===== src/design/pfr_pkg.sv =====
// ----------------------------------------------------------------------------
// pfr_pkg
// Shared sizes, register codes and cell control structs for the page frame
// replacement unit.
// ----------------------------------------------------------------------------
package pfr_pkg;

    // Frame storage and field sizes
    localparam int FRAMES        = 8;
    localparam int PAGE_BITS     = 16;
    localparam int SLOT_W        = (FRAMES > 1) ? $clog2(FRAMES) : 1;
    localparam int RANK_W        = SLOT_W;
    localparam int USED_W        = $clog2(FRAMES + 1);
    localparam int SLOT_OUT_W    = 3;
    localparam int FAULT_W       = 32;
    localparam int FRAME_COUNT_W = 4;

    // Configuration port
    localparam int APB_ADDR_W = 3;
    localparam int APB_DATA_W = 32;
    localparam logic REG_FRAME_COUNT = 1'b0;
    localparam logic REG_POLICY      = 1'b1;

    // Policy codes
    localparam logic POLICY_FIFO = 1'b0;
    localparam logic POLICY_LRU  = 1'b1;

    // Reset values of the registers
    localparam logic [FRAME_COUNT_W-1:0] FRAME_COUNT_RST = FRAME_COUNT_W'(8);
    localparam logic                     POLICY_RST      = POLICY_LRU;

    // Lookup data broadcast to every cell
    typedef struct packed {
        logic [PAGE_BITS-1:0] page;
        logic [USED_W-1:0]    used;
        logic [RANK_W-1:0]    victim_rank;
    } t_cell_cmd;

    // Update broadcast to every cell when a request is taken
    typedef struct packed {
        logic                 en;
        logic [SLOT_W-1:0]    slot;
        logic                 wr;
        logic [PAGE_BITS-1:0] page;
        logic                 lru;
        logic                 promote_all;
        logic [RANK_W-1:0]    limit;
    } t_cell_upd;

    // Status returned by each cell
    typedef struct packed {
        logic                 hit;
        logic                 victim;
        logic [PAGE_BITS-1:0] page;
        logic [RANK_W-1:0]    rank;
    } t_cell_stat;

endpackage


===== src/design/pfr_req_if.sv =====
// ----------------------------------------------------------------------------
// pfr_req_if
// Request channel: one page number per request, valid/ready handshake.
// ----------------------------------------------------------------------------
interface pfr_req_if;
    import pfr_pkg::*;

    logic                 valid;
    logic                 ready;
    logic [PAGE_BITS-1:0] page_number;

    modport source (output valid, output page_number, input ready);
    modport sink   (input valid, input page_number, output ready);
endinterface


===== src/design/pfr_rsp_if.sv =====
// ----------------------------------------------------------------------------
// pfr_rsp_if
// Response channel: fault flag, slot, evicted page and fault count.
// ----------------------------------------------------------------------------
interface pfr_rsp_if;
    import pfr_pkg::*;

    logic                  valid;
    logic                  ready;
    logic                  page_fault;
    logic [SLOT_OUT_W-1:0] frame_slot;
    logic                  evicted_valid;
    logic [PAGE_BITS-1:0]  evicted_page;
    logic [FAULT_W-1:0]    fault_total;

    modport source (output valid, output page_fault, output frame_slot,
                    output evicted_valid, output evicted_page,
                    output fault_total, input ready);
    modport sink   (input valid, input page_fault, input frame_slot,
                    input evicted_valid, input evicted_page,
                    input fault_total, output ready);
endinterface


===== src/design/pfr_cell.sv =====
// ----------------------------------------------------------------------------
// pfr_cell
// One page frame: holds its page and recency rank, compares against the
// request and passes first-match flags on to the next cell of the chain.
// ----------------------------------------------------------------------------
module pfr_cell (
    input  logic                      i_clk,
    input  logic                      i_rst_n,
    input  logic                      i_clear,
    input  logic [pfr_pkg::SLOT_W-1:0] i_slot,
    input  pfr_pkg::t_cell_cmd        i_cmd,
    input  pfr_pkg::t_cell_upd        i_upd,
    input  logic                      i_hit_seen,
    input  logic                      i_vic_seen,
    output logic                      o_hit_seen,
    output logic                      o_vic_seen,
    output pfr_pkg::t_cell_stat       o_stat
);
    import pfr_pkg::*;

    logic [PAGE_BITS-1:0] r_page;
    logic [RANK_W-1:0]    r_rank;
    logic                 occupied;
    logic                 match;
    logic                 vmatch;

    // Compare against the request; only the first match along the chain wins
    assign occupied   = USED_W'(i_slot) < i_cmd.used;
    assign match      = occupied && (r_page == i_cmd.page);
    assign vmatch     = occupied && (r_rank == i_cmd.victim_rank);
    assign o_hit_seen = i_hit_seen | match;
    assign o_vic_seen = i_vic_seen | vmatch;

    assign o_stat.hit    = match & ~i_hit_seen;
    assign o_stat.victim = vmatch & ~i_vic_seen;
    assign o_stat.page   = r_page;
    assign o_stat.rank   = r_rank;

    // Install the new page in the target frame
    always_ff @(posedge i_clk) begin
        if (i_upd.en && i_upd.wr && (i_slot == i_upd.slot)) begin
            r_page <= i_upd.page;
        end
    end

    // Promote the target to most recent; under LRU age the more recent frames, or all on a miss
    always_ff @(posedge i_clk) begin
        if (!i_rst_n || i_clear) begin
            r_rank <= '0;
        end else if (i_upd.en) begin
            if (i_slot == i_upd.slot) begin
                if (i_upd.lru || i_upd.wr) begin
                    r_rank <= '0;
                end
            end else if (i_upd.lru && occupied &&
                         (i_upd.promote_all || (r_rank < i_upd.limit))) begin
                r_rank <= r_rank + RANK_W'(1);
            end
        end
    end

endmodule


===== src/design/page_frame_replacement.sv =====
// ----------------------------------------------------------------------------
// page_frame_replacement
// FIFO / LRU page frame replacement unit built as a chain of frame cells.
// ----------------------------------------------------------------------------
// Takes one page request per clock and returns its result in the next cycle
// from an output register; a new request is taken in the same cycle the
// previous result is taken, so with a ready sink the rate is one per cycle.
// The cycle is set by the lookup: all frame cells compare the page in
// parallel, a first-match chain runs through the cells, and the chosen slot
// feeds back to every cell's rank update. Writing frame_count (offset 0) or
// policy_select (offset 4) clears all frames and the fault count; write them
// only while no request is in flight.
module page_frame_replacement (
    input  logic                              i_clk,
    input  logic                              i_rst_n,
    input  logic                              psel,
    input  logic                              penable,
    input  logic                              pwrite,
    input  logic [pfr_pkg::APB_ADDR_W-1:0]    paddr,
    input  logic [pfr_pkg::APB_DATA_W-1:0]    pwdata,
    output logic [pfr_pkg::APB_DATA_W-1:0]    prdata,
    output logic                              pready,
    pfr_req_if.sink                           i_req,
    pfr_rsp_if.source                         o_rsp
);
    import pfr_pkg::*;

    // Configuration registers
    logic [FRAME_COUNT_W-1:0] r_frame_count;
    logic                     r_policy;
    logic                     cfg_wr;
    logic                     cfg_idx;

    // Frame bookkeeping
    logic [USED_W-1:0]  r_frames_used;
    logic [SLOT_W-1:0]  r_insert_ptr;
    logic [FAULT_W-1:0] r_fault_counter;

    // Output register
    logic                 r_out_valid;
    logic                 r_fault;
    logic [SLOT_W-1:0]    r_slot;
    logic                 r_ev_valid;
    logic [PAGE_BITS-1:0] r_ev_page;

    // Lookup
    t_cell_cmd          cmd;
    t_cell_upd          upd;
    t_cell_stat         stat [FRAMES];
    logic [FRAMES:0]    hit_seen;
    logic [FRAMES:0]    vic_seen;
    logic [FRAMES-1:0]  hit_vec;
    logic [FRAMES-1:0]  vic_vec;
    logic               accept;
    logic               hit;
    logic               full;
    logic               lru;
    logic [USED_W-1:0]  active;
    logic [SLOT_W-1:0]  hit_slot;
    logic [RANK_W-1:0]  hit_rank;
    logic [SLOT_W-1:0]  vic_slot;
    logic [SLOT_W-1:0]  slot;
    logic               ev_valid;
    logic [PAGE_BITS-1:0] ev_page;

    // APB write decode and read back
    assign pready  = 1'b1;
    assign cfg_idx = paddr[2];
    assign cfg_wr  = psel && penable && pwrite && pready;

    always_comb begin
        case (cfg_idx)
            REG_FRAME_COUNT: prdata = APB_DATA_W'(r_frame_count);
            REG_POLICY:      prdata = APB_DATA_W'(r_policy);
            default:         prdata = '0;
        endcase
    end

    always_ff @(posedge i_clk) begin
        if (!i_rst_n) begin
            r_frame_count <= FRAME_COUNT_RST;
            r_policy      <= POLICY_RST;
        end else if (cfg_wr) begin
            case (cfg_idx)
                REG_FRAME_COUNT: r_frame_count <= pwdata[FRAME_COUNT_W-1:0];
                REG_POLICY:      r_policy      <= pwdata[0];
                default:         r_policy      <= r_policy;
            endcase
        end
    end

    // Saturate frame count into 1..FRAMES
    always_comb begin
        if (r_frame_count == '0) begin
            active = USED_W'(1);
        end else if (int'(r_frame_count) > FRAMES) begin
            active = USED_W'(FRAMES);
        end else begin
            active = USED_W'(r_frame_count);
        end
    end

    assign lru    = (r_policy == POLICY_LRU);
    assign full   = (r_frames_used == active);
    assign accept = i_req.valid && i_req.ready;
    assign i_req.ready = !r_out_valid || o_rsp.ready;

    // Broadcast the lookup to the cells
    assign cmd.page        = i_req.page_number;
    assign cmd.used        = r_frames_used;
    assign cmd.victim_rank = RANK_W'(r_frames_used - USED_W'(1));

    assign hit_seen[0] = 1'b0;
    assign vic_seen[0] = 1'b0;

    for (genvar g = 0; g < FRAMES; g++) begin : g_cell
        pfr_cell u_cell (
            .i_clk      (i_clk),
            .i_rst_n    (i_rst_n),
            .i_clear    (cfg_wr),
            .i_slot     (SLOT_W'(g)),
            .i_cmd      (cmd),
            .i_upd      (upd),
            .i_hit_seen (hit_seen[g]),
            .i_vic_seen (vic_seen[g]),
            .o_hit_seen (hit_seen[g+1]),
            .o_vic_seen (vic_seen[g+1]),
            .o_stat     (stat[g])
        );
        assign hit_vec[g] = stat[g].hit;
        assign vic_vec[g] = stat[g].victim;
    end

    // Encode the winning cells
    always_comb begin
        hit_slot = '0;
        hit_rank = '0;
        vic_slot = '0;
        for (int s = 0; s < FRAMES; s++) begin
            if (hit_vec[s]) begin
                hit_slot = hit_slot | SLOT_W'(s);
                hit_rank = hit_rank | stat[s].rank;
            end
            if (vic_vec[s]) begin
                vic_slot = vic_slot | SLOT_W'(s);
            end
        end
    end

    assign hit = hit_seen[FRAMES];

    // Pick the slot: hit, free frame, or victim
    always_comb begin
        if (hit) begin
            slot = hit_slot;
        end else if (!full) begin
            slot = SLOT_W'(r_frames_used);
        end else if (lru) begin
            slot = vic_slot;
        end else begin
            slot = r_insert_ptr;
        end
    end

    assign ev_valid = !hit && full;
    assign ev_page  = ev_valid ? stat[slot].page : '0;

    // Drive the cell update
    assign upd.en          = accept;
    assign upd.slot        = slot;
    assign upd.wr          = !hit;
    assign upd.page        = i_req.page_number;
    assign upd.lru         = lru;
    assign upd.promote_all = !hit;
    assign upd.limit       = hit_rank;

    // Advance occupancy, insert pointer and fault count
    always_ff @(posedge i_clk) begin
        if (!i_rst_n || cfg_wr) begin
            r_frames_used   <= '0;
            r_insert_ptr    <= '0;
            r_fault_counter <= '0;
        end else if (accept && !hit) begin
            if (!full) begin
                r_frames_used <= r_frames_used + USED_W'(1);
            end else if (!lru) begin
                if (USED_W'(r_insert_ptr) + USED_W'(1) == active) begin
                    r_insert_ptr <= '0;
                end else begin
                    r_insert_ptr <= r_insert_ptr + SLOT_W'(1);
                end
            end
            if (r_fault_counter != '1) begin
                r_fault_counter <= r_fault_counter + FAULT_W'(1);
            end
        end
    end

    // Hold the result until the sink takes it
    always_ff @(posedge i_clk) begin
        if (!i_rst_n) begin
            r_out_valid <= 1'b0;
        end else if (accept) begin
            r_out_valid <= 1'b1;
        end else if (o_rsp.ready) begin
            r_out_valid <= 1'b0;
        end
    end

    always_ff @(posedge i_clk) begin
        if (accept) begin
            r_fault    <= !hit;
            r_slot     <= slot;
            r_ev_valid <= ev_valid;
            r_ev_page  <= ev_page;
        end
    end

    assign o_rsp.valid         = r_out_valid;
    assign o_rsp.page_fault    = r_fault;
    assign o_rsp.frame_slot    = SLOT_OUT_W'(r_slot);
    assign o_rsp.evicted_valid = r_ev_valid;
    assign o_rsp.evicted_page  = r_ev_page;
    assign o_rsp.fault_total   = r_fault_counter;

    // Checks
    a_used_bound: assert property (@(posedge i_clk) disable iff (!i_rst_n)
        r_frames_used <= active)
        else $error("frames_used beyond active frame count");

    a_hit_unique: assert property (@(posedge i_clk) disable iff (!i_rst_n)
        $onehot0(hit_vec) && $onehot0(vic_vec))
        else $error("more than one first match in the cell chain");

    a_lru_victim: assert property (@(posedge i_clk) disable iff (!i_rst_n)
        (accept && !hit && full && lru) |-> $onehot(vic_vec))
        else $error("no least recent frame found on a full LRU miss");

    a_fifo_ptr: assert property (@(posedge i_clk) disable iff (!i_rst_n)
        !lru |-> (USED_W'(r_insert_ptr) < active))
        else $error("insert pointer outside active frames");

    a_out_load: assert property (@(posedge i_clk) disable iff (!i_rst_n)
        accept |=> (r_out_valid && (r_fault == $past(!hit))))
        else $error("result not loaded after a taken request");

endmodule


===== src/flat_wrapper.sv =====
// flat-port wrapper written by rule: the top's interface ports become plain ports
module page_frame_replacement_flat import pfr_pkg::*;
  (i_clk, i_rst_n, psel, penable, pwrite, paddr, pwdata, prdata, pready, i_req_valid, i_req_page_number, i_req_ready, o_rsp_valid, o_rsp_page_fault, o_rsp_frame_slot, o_rsp_evicted_valid, o_rsp_evicted_page, o_rsp_fault_total, o_rsp_ready);
  pfr_req_if i_req_i ();
  pfr_rsp_if o_rsp_i ();
  input  logic i_clk;
  input  logic i_rst_n;
  input  logic psel;
  input  logic penable;
  input  logic pwrite;
  input  logic [pfr_pkg::APB_ADDR_W-1:0] paddr;
  input  logic [pfr_pkg::APB_DATA_W-1:0] pwdata;
  output logic [pfr_pkg::APB_DATA_W-1:0] prdata;
  output logic pready;
  input wire logic [$bits(i_req_i.valid)-1:0] i_req_valid;
  input wire logic [$bits(i_req_i.page_number)-1:0] i_req_page_number;
  output wire logic [$bits(i_req_i.ready)-1:0] i_req_ready;
  output wire logic [$bits(o_rsp_i.valid)-1:0] o_rsp_valid;
  output wire logic [$bits(o_rsp_i.page_fault)-1:0] o_rsp_page_fault;
  output wire logic [$bits(o_rsp_i.frame_slot)-1:0] o_rsp_frame_slot;
  output wire logic [$bits(o_rsp_i.evicted_valid)-1:0] o_rsp_evicted_valid;
  output wire logic [$bits(o_rsp_i.evicted_page)-1:0] o_rsp_evicted_page;
  output wire logic [$bits(o_rsp_i.fault_total)-1:0] o_rsp_fault_total;
  input wire logic [$bits(o_rsp_i.ready)-1:0] o_rsp_ready;
  assign i_req_i.valid = i_req_valid;
  assign i_req_i.page_number = i_req_page_number;
  assign i_req_ready = i_req_i.ready;
  assign o_rsp_valid = o_rsp_i.valid;
  assign o_rsp_page_fault = o_rsp_i.page_fault;
  assign o_rsp_frame_slot = o_rsp_i.frame_slot;
  assign o_rsp_evicted_valid = o_rsp_i.evicted_valid;
  assign o_rsp_evicted_page = o_rsp_i.evicted_page;
  assign o_rsp_fault_total = o_rsp_i.fault_total;
  assign o_rsp_i.ready = o_rsp_ready;
  page_frame_replacement u_core (.i_clk(i_clk), .i_rst_n(i_rst_n), .psel(psel), .penable(penable), .pwrite(pwrite), .paddr(paddr), .pwdata(pwdata), .prdata(prdata), .pready(pready), .i_req(i_req_i), .o_rsp(o_rsp_i));
endmodule

===== config.mk =====
export PLATFORM = sky130hd
export DESIGN_NAME = page_frame_replacement_flat
export DESIGN_NICKNAME = d
export VERILOG_FILES = /design/src/design/pfr_pkg.sv /design/src/design/pfr_req_if.sv /design/src/design/pfr_rsp_if.sv /design/src/design/pfr_cell.sv /design/src/design/page_frame_replacement.sv /design/src/flat_wrapper.sv
export SDC_FILE = /design/constraint.sdc
export NUM_CORES = 1
export LEC_CHECK = 0
export ABC_CLOCK_PERIOD_IN_PS = 6700
export BUFFER_PORTS_ARGS = -buffer_cell sky130_fd_sc_hd__buf_2
export CAP_MARGIN = 20
export CORE_MARGIN = 3
export CORE_UTILIZATION = 60
export CTS_CLUSTER_SIZE = 40
export DETAILED_ROUTE_END_ITERATION = 8
export PLACE_DENSITY_LB_ADDON = 0.1
export SLEW_MARGIN = 10
export SYNTH_ARGS = -nofsm -noshare
export SYNTH_HDL_FRONTEND = slang
export SYNTH_SLANG_ARGS = --single-unit

===== constraint.sdc =====
create_clock -name i_clk -period 6.7 [get_ports i_clk]
set_input_delay 1.34 -clock i_clk [delete_from_list [all_inputs] [get_ports i_clk]]
set_output_delay 1.34 -clock i_clk [all_outputs]
set_load 0.01 [all_outputs]

## Word-level counts from Yosys, hierarchy flattened

Cells that the tools add are included.

- Multipliers: 0
- Order comparisons: 18
- Divide/modulo/power cells: 0
- Bitwise gates (word level): 52
- $add $sub $neg: 13
- Equal/unequal tests: 34
- Shift-type cells: 0
- Reductions and logical operators: 83
- Multiplexer cells: 51

Operator list:

| kind | count |
|---|---|
| $eq 16x16->1 | 8 |
| $mux 3 | 37 |
| $pmux 32 s2 | 1 |
| $bmux 21 s3 | 1 |
| $logic_and 1x1->1 | 45 |
| $mux 19 | 2 |
| $add 32x1->32 const B | 1 |
| $ne 32x32->1 const B | 1 |
| $add 3x1->3 const B | 9 |
| $reduce_and 3->1 | 9 |
| $eq 3x3->1 | 8 |
| $lt 3x3->1 | 8 |
| $or 3x3->3 | 7 |
| $reduce_bool 2->1 | 9 |
| $not 1->1 | 17 |
| $lt 3x4->1 const A | 4 |
| $ne 2x1->1 const B | 8 |
| $and 1x1->1 | 14 |
| $or 1x1->1 | 13 |
| $eq 3x3->1 const A | 4 |
| $logic_or 1x1->1 | 11 |
| $eq 4x4->1 | 2 |
| $lt 1x4->1 const A | 2 |
| $lt 2x4->1 const A | 2 |
| 15 further kinds | 28 |

- Memories: 0
- Logic and storage cells: 277
- Bits in writable memories: 0
- Input port bits: 58
- Bits in read-only memories: 0
- Latch bits: 0
- Register bits: 218
- Output and inout bits: 88

## Longest topological paths before layout

Gate-level depths: netlist of the first run.

- Depth in word-level cells: 22
- Gate-level depth with buffers: 21
- Mapped depth without buffers: 18

## Modules after synthesis

Synthesis of the first run repeated with hierarchy kept, for this count alone.

- Cell total of the unflattened synthesis: 1267
- Area total of the unflattened synthesis: 13152.6 um2

Modules (own cells, without submodules):

| module | cells an instance | times used | sequential area each (um2) | area an instance (um2) |
|---|---|---|---|---|
| pfr_cell | 92 | 8 | 540.5 | 1057.3 |
| page_frame_replacement | 531 | 1 | 1531.5 | 4694.5 |

## Worst setup path before layout of the first run

OpenSTA, ideal clock, no wires.

- Kind: input to register
- From: in i_req_page_number[8]
- To: reg u_core.g_cell[5].u_cell.r_page[0], enable pin
- Setup time: 0.430 ns
- Required time: 6.270 ns
- Arrival time: 5.171 ns
- Stages on the path: 9
- Buffers on the path: 2
- Setup slack: 1.099 ns
- Cells stage by stage: buf_2 -> xor2_1 -> or4_4 -> or4_4 -> o22ai_4 -> or3_2 -> o211ai_4 -> buf_2 -> nor4_1

- Word-level cells in the longest chain between the ends: 14
- Elaborated cells on any way between the ends: 49
- Those cells by class: eq/ne (9); mux (8); bitwise (21); reduce/logical (11)

RTL lines:

| what | line | source |
|---|---|---|
| start, declared | flat_wrapper.sv:16 | `input wire logic [$bits(i_req_i.page_number)-1:0] i_req_page_number;` |
| $eq 16x16->1 | pfr_cell.sv:29 | `assign match = occupied && (r_page == i_cmd.page);` |
| $logic_and 1x1->1 | pfr_cell.sv:29 |  |
| $not 1->1 / $or 1x1->1 (equally long branches) | pfr_cell.sv:34, pfr_cell.sv:31 |  |
| $and 1x1->1, or another cell as far along | pfr_cell.sv:34 | `assign o_stat.hit = match & ~i_hit_seen;` |
| $mux 1, or another cell as far along | page_frame_replacement.sv:140 | `if (hit_vec[s]) begin` |
| $mux 2, or another cell as far along (2 in a row) | page_frame_replacement.sv:140 |  |
| $mux 3, or another cell as far along (2 in a row) | page_frame_replacement.sv:140 |  |
| $mux 3 / $and 1x1->1 (equally long branches) | page_frame_replacement.sv:140, pfr_cell.sv:34 |  |
| $mux 3 | page_frame_replacement.sv:140 |  |
| $mux 3 | page_frame_replacement.sv:154 | `if (hit) begin` |
| $eq 3x3->1 | pfr_cell.sv:41 | `if (i_upd.en && i_upd.wr && (i_slot == i_upd.slot)) begin` |
| $logic_and 1x1->1 * | pfr_cell.sv:41 |  |
| end signal, assigned | pfr_cell.sv:42 | `r_page <= i_upd.page;` |
| end, declared | pfr_cell.sv:21 | `logic [PAGE_BITS-1:0] r_page;` |

Every way passes the cells marked *; elsewhere a longest branch is shown, timed or not.
A chain may end at the register's enable or synchronous reset.

==> results of run 1 <==
==> metrics by stage <==
| step | instances | instance area [sq um] | util | hold slack (ns) | total power [mW] |
|---|---|---|---|---|---|
| final | 1676 | 14700 | 0.670 | 0.492 | 3.13 |
| after global routing | 1676 | 14700 | 0.670 | 0.525 | 3.22 |
| after CTS | 1676 | 14700 | 0.670 | 0.495 | 3.13 |
| after detailed placement | 1632 | 13900 | 0.635 | 0.485 | 1.86 |
| after global placement | 1632 | 13900 | 0.635 | 0.473 | 1.85 |
| after floorplan | 1359 | 13600 | - | 0.480 | 1.76 |
==> worst max-delay path, delay by kind of cell, from the launching register on <==
kind / cells / cell delay [ns]
AO/OA/AOI/OAI: 4 / 1.19
buffers and inverters: 3 / 0.97
flip-flops: 1 / 0.82
AND/OR/NAND/NOR: 3 / 1.38
adder cells (fa/ha/maj): 1 / 0.64
XOR/XNOR: 1 / 0.20
==> logic make-up after synthesis <==
family / Yosys count / synth area share
buffers and inverters: 152 / 0.0585
multiplexers: 16 / 0.0120
AND/OR/NAND/NOR: 454 / 0.199
flip-flops: 218 / 0.433
AO/OA/AOI/OAI: 292 / 0.152
adder cells (fa/ha/maj): 28 / 0.0259
XOR/XNOR: 170 / 0.119
other: 2 / 0.000556
==> layer usage <==
metal  track usage  vias to the layer above
met5             0                        -
met4         0.143                        0
met3        0.0455                      111
met2         0.507                      591
met1         0.422                     5297
li1              -                     5104
==> registers in the layout, indices dropped and copies added (netlist names), 3 cells and up <==
signal                       count
u_core.r_insert_ptr              3
u_core.o_rsp.frame_slot          3
u_core.o_rsp.fault_total        32
u_core.g_cell.u_cell.r_page    128
u_core.r_frames_used             4
u_core.o_rsp.evicted_page       16
u_core.r_frame_count             4
u_core.g_cell.u_cell.r_rank     24
==> layout make-up <==
| class | instances | area [sq um] |
|---|---|---|
| tap | 280 | 350 |
| inverter | 33 | 124 |
| clock inverter | 10 | 97.6 |
| sequential | 218 | 5860 |
| timing repair buffer | 112 | 626 |
| multi-input combinational | 989 | 6990 |
| fill | 1722 | 7240 |
| clock buffer | 34 | 668 |
==> power groups by stage <==
stage | combinational [mW] | clock (mW) | sequential (mW)
after global placement | 0.338 | 0 | 1.52
after detailed placement | 0.341 | 0 | 1.52
after floorplan | 0.245 | 0 | 1.51
after CTS | 0.343 | 1.30 | 1.49
after global routing | 0.373 | 1.36 | 1.49
final | 0.351 | 1.29 | 1.49
==> how the worst min path moves through the flow <==
stage | start | endpoint | slack (ns)
3_5_place_dp | u_core.o_rsp.fault_total[22] | u_core.o_rsp.fault_total[22] | 0.48
6_report | u_core.o_rsp.fault_total[24] | u_core.o_rsp.fault_total[24] | 0.49
4_1_cts | u_core.o_rsp.fault_total[22] | u_core.o_rsp.fault_total[22] | 0.50
2_1_floorplan | u_core.g_cell[5].u_cell.r_rank[2] | u_core.g_cell[5].u_cell.r_rank[2] | 0.48
3_3_place_gp | u_core.o_rsp.fault_total[26] | u_core.o_rsp.fault_total[26] | 0.47
5_1_grt | u_core.o_rsp.fault_total[26] | u_core.o_rsp.fault_total[26] | 0.52
==> placed cells by master (no fill, tap or decap), types with 9 or more instances in the layout <==
cell type | Yosys | layout
clkbuf_16 | 0 | 24
inv_1 | 29 | 29
buf_4 | 32 | 26
nor2b_1 | 13 | 13
nand2_1 | 54 | 54
nor2_1 | 52 | 52
xor2_1 | 69 | 69
mux2i_1 | 14 | 14
nand4_1 | 41 | 41
nor3_1 | 25 | 21
edfxtp_1 | 149 | 149
and4_1 | 16 | 16
a21oi_1 | 63 | 63
dfxtp_1 | 69 | 69
o211ai_1 | 22 | 22
and2_1 | 10 | 10
nand3_1 | 68 | 68
nor4_1 | 50 | 49
a21bo_1 | 9 | 9
ha_1 | 28 | 28
and3_1 | 15 | 15
buf_2 | 38 | 86
or4_1 | 22 | 22
nor4_2 | 8 | 9
a211o_1 | 29 | 29
a2111oi_0 | 9 | 9
or3_1 | 23 | 23
xnor2_1 | 93 | 93
o31ai_1 | 26 | 26
a21o_1 | 11 | 11
o21ai_0 | 71 | 71
conb_1 | 2 | 29
==> impl_metrics.csv, run 1 <==
group,metric,value,unit
layout,num_antenna_cells,0,
sta,slew_headroom,0.277,
job,cap_violations,0,
yosys,async_flop_share,0,
route,vias_per_cell,6.62,
min_path,min_path_cells,2,
status,outcome,"finished, final reports clean",
sta,setup_violations,0,
layout,area_delta_synth_final,8.91,%
grt,grt_usage,0.314,
setup_path,ff2ff_setup_slack,1.16,ns
sta,hold_viol_final,0,
floorplan,pin_count,146,
route,vias,11100,
floorplan,die_w,156,microns
min_path,holdCritPathClass,"register to register",
route,ant_nets,0,
setup_path,crit_path_start,"u_core.r_frames_used[0]",
cts,clockBufferDepth,3,
grt,grt_overflow_total,0,
floorplan,row_count,54,
cts,cts_sinks,218,
cts,cts-root-buf,"clkbuf_16",
sta,fin_ws,1.16,ns
route,met3_wirelength,3.28,mm
yosys,yosysSeqAreaShare,0.433,
route,wl_met2,18.4,mm
yosys,syn_area,13500,sq um
pwr,power_density,213,nW/um^2
cts,cts_tree,"done",
placed_design,dp_hpwl,27.3,mm
sta,finalSetupTns,0,ns
yosys,ys_top_cells_by_count,"149 x edfxtp_1, 93 x xnor2_1, 71 x o21ai_0",
setup_path,cp.arrival,5.76,ns
floorplan,start_util,0.615,
cts,cts_made_buffers,24,
cts,cts_setup_buffers,0,
route,drc,0,
sta,fmax,180,MHz
sta,skew,0.0314,ns
setup_path,cp.required,6.91,ns
layout,drive_gt1_frac,0.138,
setup_path,r2r-end,"u_core.g_cell[2].u_cell.r_page[4]",
yosys,yosys.area.top_type,"edfxtp_1",
grt,grt_max_degree,58,
cts,clkLatencyLatePin,0.55,ns
pwr,p_seq_frac,0.476,
grt,antenna_found_initial,0,
pwr,peakVddDrop,252,uV
sta,maxSlewViolCount,0,
placed_design,dpl_worst_slack,1.03,ns
cts,h-tree-depth,1,
yosys,syn_inst,1332,
pwr,comb_power_share,0.112,
pwr,p_clk_frac,0.412,
route,first_iter_violations,1456,
placed_design,port_buffers,86,
placed_design,gp_congestion,0.991,
setup_path,cp-end-kind,"register",
route,maxUsedRoutingLayer,"met4",
cts,post_cts_resized,0,
route,drt_pre_antenna_iters,5,
yosys,ys_warn_count,0,
pwr,p_sw_frac,0.261,
sta,rsz0062_at_grt,"false",
yosys,synth.most_common_cell,"edfxtp_1",
setup_path,worstSetupPathType,"register to register",
setup_path,cp_slowest_stage_delay,0.82,ns
setup_path,reg2reg_from,"u_core.r_frames_used[0]",
yosys,synth_area_leaders,"edfxtp_1 33%, dfxtp_1 10%, xnor2_1 6.0%",
yosys,synth-main-ff-cell,"edfxtp_1",
sta,period_minus_slack,5.54,ns
setup_path,worstRegToRegCells,12,
floorplan,die_h,156,microns
pwr,switching_power,0.817,mW
setup_path,path_max_fanout,21,
floorplan,coreArea,22000,sq um
yosys,synth.distinct_cells,94,
setup_path,critPathCapture,"u_core.g_cell[2].u_cell.r_page[4]",
pwr,p_leak,5.13,nW
cts,cts.clk_slew.worst_paths,0.06,ns
sta,period_share,0.828,
route,drt-met1-wl,15.6,mm
cts,hold_buffers,0,
grt,grt_pass1_vias,10100,
floorplan,dieArea,24400,sq um
grt,grt_pass1_wl,59.3,mm
setup_path,worstSetupStartpointType,"register",
layout,nets,1464,
pwr,internal-power,2.31,mW
yosys,postSynthAreaPerCell,10.1,sq um
setup_path,slowest_stage,"dfxtp_1",
route,drt-wirelength-per-cell,23.5,microns
sta,tightestPinTransition,1.08,ns
yosys,synth_edf_count,149,
yosys,ys_ff_latch,218,
setup_path,cp_cell_sequence,"inv_1 -> ha_1 -> xnor2_1 -> or4_1 -> a211oi_1 -> o2111ai_1 -> a31oi_4 -> o21ai_4 -> inv_2 -> nand2_2 -> nor3_2 -> buf_4",
route,wl,39.3,mm
yosys,synth_top_area_frac,0.331,
(Power assumes the default switching activity.)
==> inputs of run 2 (changes only) <==
- ABC_CLOCK_PERIOD_IN_PS: 6700 -> 5300
- clock period: 6.7 -> 5.3 ns (I/O delays scaled with it)
==> run 2 against run 1 <==
Net effect:
- via count increased by 2.0%
- clock skew decreased by 0.015 ns
- highest routed layer unchanged
- non-clock buffer count increased by 42
- die area unchanged
- setup slack got worse by 0.48 ns
- register-to-register slack got worse by 0.48 ns
- design area increased by 3.6%
- sequential power increased by 26%
- sequential cell count unchanged
- critical endpoint is now u_core.g_cell[0].u_cell.r_page[11]
==> impl_metrics.csv, run 2 (same netlist as run 1, synthesis figures left out) <==
group,metric,value,unit
status,outcome,"finished, final reports clean",
route,vias,11300,
cts,cts_tree,"done",
route,first_iter_violations,1227,
setup_path,cp.arrival,4.84,ns
placed_design,gp_congestion,0.973,
cts,hold_buffers,0,
cts,cts-root-buf,"clkbuf_16",
setup_path,cp_slowest_stage_delay,0.63,ns
cts,clockBufferDepth,3,
sta,tightestPinTransition,1.02,ns
pwr,power,4.20,mW
layout,area_delta_synth_final,12.8,%
grt,antenna_found_initial,0,
min_path,holdCritPathClass,"register to register",
setup_path,worstSetupStartpointType,"register",
sta,hold_viol_final,0,
grt,use_met2,0.523,
grt,grt_max_degree,46,
setup_path,cp_common_cell,"buf_4",
layout,most-common-layout-cells,"149 x edfxtp_1, 93 x xnor2_1, 86 x buf_2",
setup_path,cp.required,5.51,ns
route,ant_nets,0,
grt,grt_pass1_wl,60.9,mm
sta,setup_violations,0,
grt,use_met1,0.426,
setup_path,slowest_stage,"nor4_1",
layout,largest_register_ffs,128,
setup_path,cp_cell_sequence,"inv_1 -> ha_1 -> xnor2_1 -> nor4_1 -> or4_1 -> a311oi_1 -> o41ai_1 -> and4_4 -> o211ai_1 -> buf_4 -> nor2_1 -> buf_4",
pwr,peakVddDrop,333,uV
layout,regMostFlops,"u_core.g_cell.u_cell.r_page",
sta,fmax,216,MHz
layout,num_antenna_cells,0,
floorplan,die_h,156,microns
pwr,power_density,275,nW/um^2
sta,period_share,0.872,
layout,nets,1507,
sta,maxSlewViolCount,0,
setup_path,path_max_fanout,39,
pwr,p_leak,5.41,nW
floorplan,dieArea,24400,sq um
grt,grt_use_met3,0.0394,
layout,n_fill_cell,1724,
floorplan,row_count,54,
placed_design,dp_hpwl,28.3,mm
floorplan,start_util,0.615,
floorplan,coreArea,22000,sq um
sta,skew,0.0162,ns
sta,finalSetupTns,0,ns
grt,grt_pass1_vias,10500,
route,drt-wirelength-per-cell,23.4,microns
cts,h-tree-depth,1,
setup_path,critPathTopFamily,"simple AND/OR/NAND/NOR gates",
cts,cts_made_buffers,25,
floorplan,pin_count,146,
cts,cts.clk_slew.worst_paths,0.06,ns
cts,clkLatencyLatePin,0.55,ns
cts,cts_setup_buffers,0,
setup_path,crit_buf_inv,3,
sta,period_minus_slack,4.62,ns
setup_path,cp-end-kind,"register",
grt,grt_overflow_total,0,
grt,grt.busiest_layer,"met2",
cts,post_cts_resized,0,
layout,final_common_cell,"edfxtp_1",
sta,rsz0062_at_grt,"false",
job,cap_violations,0,
cts,cts_sinks,218,
setup_path,worstSetupPathType,"register to register",
placed_design,port_buffers,86,
route,drt_pre_antenna_iters,6,
floorplan,die_w,156,microns
sta,slew_headroom,0.317,
layout,drive_gt1_frac,0.167,
route,vias_per_cell,6.59,
route,drc,0,
grt,grt_usage,0.322,
route,wl,40.3,mm
[run 2: changes by cell type in the layout (fill, tap and decap cells not counted), sizes merged]
cell | before | now
inv | 32 | 35
clkinvlp | 0 | 1
clkbuf | 34 | 27
bufinv | 1 | 5
buf | 112 | 154
[run 2: where the power goes]
part           internal, mW  leakage [nW]  switching, mW
clock network          1.12         0.428          0.724
logic                 0.158          3.06          0.321
registers              1.85          1.93         0.0226
total                  3.13          5.41           1.07
[run 2: final cells by class]
cell class	count	area (sq um)	share of cell area
Multi-Input combinational cell	989	7000	0.459
Sequential cell	218	5860	0.384
Timing Repair Buffer	154	1040	0.0683
Clock buffer	27	633	0.0415
Tap cell	280	350	0.0230
Clock inverter	18	240	0.0158
Inverter	33	124	0.00812
[run 2: worst paths after layout]
path | start | to | slack (ns) | depth (start not counted)
setup reg to reg | u_core.r_frames_used[1] | u_core.g_cell[0].u_cell.r_page[11] | 0.68 | 12
hold / removal | u_core.o_rsp.fault_total[19] | u_core.o_rsp.fault_total[19] | 0.51 | 2
setup / recovery | u_core.r_frames_used[1] | u_core.g_cell[0].u_cell.r_page[11] | 0.68 | 12
hold reg to reg | u_core.o_rsp.fault_total[19] | u_core.o_rsp.fault_total[19] | 0.51 | 2
[run 2: through the flow]
step / cells / hold WS (ns) / utilization / setup WS [ns] / area (sq um)
final: 1719 / 0.507 / 0.694 / 0.677 / 15200
after global routing: 1719 / 0.522 / 0.694 / 0.459 / 15200
after CTS: 1719 / 0.504 / 0.694 / 0.754 / 15200
after detailed placement: 1674 / 0.495 / 0.655 / 0.313 / 14400
after global placement: 1674 / 0.481 / 0.655 / 0.366 / 14400
after floorplan: 1359 / 0.480 / - / 0.271 / 13600
[run 2: per-layer routing]
| layer | wire [microns] | vias up | share of wire |
|---|---|---|---|
| met2 | 18700 | 612 | 0.47 |
| met3 | 3210 | 133 | 0.080 |
| met1 | 15800 | 5418 | 0.39 |
| li1 | - | 5159 | - |
| met5 | 0 | - | 0 |
| met4 | 2490 | 0 | 0.062 |
[run 2: worst reg2reg max path, stage by stage (launching register included)]
cell	delay, ns
dfxtp_1	0.57
inv_1	0.09
ha_1	0.62
xnor2_1	0.12
nor4_1	0.63
or4_1	0.23
a311oi_1	0.05
o41ai_1	0.44
and4_4	0.61
o211ai_1	0.27
buf_4	0.24
nor2_1	0.08
buf_4	0.33
==> inputs of run 3 (changes only) <==
- HOLD_SLACK_MARGIN: not set -> 0.15
- MAX_ROUTING_LAYER: not set -> met4
==> run 3 against run 2 <==
Net effect:
- non-clock buffer count increased by 4
- fmax rose by 2.6%
- clock skew increased by 0.0081 ns
- setup slack improved by 0.12 ns
- clock power shrank 5%
- critical path type unchanged
==> impl_metrics.csv, run 3 (same netlist as run 1, synthesis figures left out) <==
group,metric,value,unit
pwr,peakVddDrop,315,uV
layout,drive_gt1_frac,0.166,
layout,regMostFlops,"u_core.g_cell.u_cell.r_page",
layout,most-common-layout-cells,"149 x edfxtp_1, 93 x xnor2_1, 86 x buf_2",
grt,antenna_found_initial,0,
sta,finalSetupTns,0,ns
grt,grt_pass1_vias,10600,
floorplan,die_w,156,microns
route,vias_per_cell,6.53,
cts,hold_buffers,0,
route,drc,0,
route,vias,11300,
route,wl,40.8,mm
sta,slew_headroom,0.298,
floorplan,row_count,54,
floorplan,die_h,156,microns
layout,num_antenna_cells,0,
layout,final_common_cell,"edfxtp_1",
sta,hold_viol_final,0,
grt,grt_pass1_wl,61.7,mm
setup_path,cp.arrival,4.79,ns
route,first_iter_violations,1227,
setup_path,path_max_fanout,54,
floorplan,start_util,0.615,
setup_path,worstSetupPathType,"register to register",
grt,grt_usage,0.338,
sta,period_share,0.850,
status,outcome,"finished, final reports clean",
sta,hold_slack,0.499,ns
sta,period_minus_slack,4.51,ns
placed_design,port_buffers,86,
grt,grt_max_degree,55,
layout,area_delta_synth_final,12.5,%
setup_path,cp.required,5.58,ns
pwr,power,4.10,mW
min_path,holdCritPathClass,"register to register",
floorplan,dieArea,24400,sq um
route,drt-wirelength-per-cell,23.7,microns
route,drt_pre_antenna_iters,5,
sta,setup_violations,0,
floorplan,pin_count,146,
cts,cts_sinks,218,
cts,cts_tree,"done",
pwr,power_density,270,nW/um^2
placed_design,gp_congestion,1.01,
sta,maxSlewViolCount,0,
cts,clkLatencyLatePin,0.55,ns
sta,skew,0.0242,ns
layout,nets,1511,
sta,rsz0062_at_grt,"false",
layout,largest_register_ffs,128,
cts,cts_setup_buffers,0,
sta,fmax,222,MHz
route,ant_nets,0,
job,cap_violations,0,
setup_path,worstSetupStartpointType,"register",
setup_path,cp-end-kind,"register",
grt,grt_overflow_total,0,
cts,cts-root-buf,"clkbuf_16",
floorplan,coreArea,22000,sq um
pwr,p_leak,5.41,nW
cts,cts.clk_slew.worst_paths,0.06,ns
placed_design,dp_hpwl,28.8,mm
cts,clockBufferDepth,3,
layout,fin_util,0.692,
layout,n_fill_cell,1698,
cts,cts_made_buffers,25,
cts,h-tree-depth,1,
cts,post_cts_resized,0,
sta,tightestPinTransition,1.04,ns
run 3: changes by cell type in the layout (fill, tap and decap cells not counted), sizes merged:
cell,previous run,this run
inv,35,33
buf,154,158
bufinv,5,3
clkbuf,27,28
clkinvlp,1,0
clkinv,10,15
run 3: report_power, final:
group,internal (mW),switching (mW)
clock network,1.02,0.729
logic,0.161,0.323
registers,1.85,0.0206
total,3.03,1.07
run 3: stage by stage:
step,instances,cell area [sq um],setup WS (ns)
floorplan,1359,13600,0.271
global placement,1678,14400,0.349
detailed placement,1678,14400,0.314
CTS,1724,15200,0.871
global route,1724,15200,0.552
finish,1724,15200,0.793
run 3: layout make-up:
| class | instances | area [sq um] | share of cell area |
|---|---|---|---|
| Multi-Input combinational cell | 989 | 7000 | 0.461 |
| Sequential cell | 218 | 5860 | 0.385 |
| Timing Repair Buffer | 158 | 1050 | 0.0688 |
| Clock buffer | 28 | 637 | 0.0419 |
| Tap cell | 280 | 350 | 0.0231 |
| Clock inverter | 18 | 183 | 0.0120 |
| Inverter | 33 | 124 | 0.00815 |
run 3: per-layer routing:
metal  GRT usage  wire length, microns
met1       0.430                 15900
met2       0.527                 18900
met3      0.0497                  3480
met4       0.177                  2570
met5           -                     0
run 3: worst paths after layout:
path                                              startpoint                            to  slack, ns  depth (start not counted)
worst max-delay path                 u_core.r_frames_used[3]  u_core.o_rsp.evicted_page[1]       0.79                         10
worst min-delay path            u_core.o_rsp.fault_total[31]  u_core.o_rsp.fault_total[31]       0.50                          2
worst max register to register       u_core.r_frames_used[3]  u_core.o_rsp.evicted_page[1]       0.79                         10
worst min register to register  u_core.o_rsp.fault_total[31]  u_core.o_rsp.fault_total[31]       0.50                          2
run 3: worst max-delay path: stages, from the launching register on:
cell and delay, ns:
dfxtp_1 0.82, nor3_1 0.33, nor4_1 0.73, or4_1 0.23, a311oi_1 0.06, o41ai_1 0.49
nand4_1 0.44, buf_12 0.34, and4_1 0.23, nor4_1 0.48, nor4_1 0.10
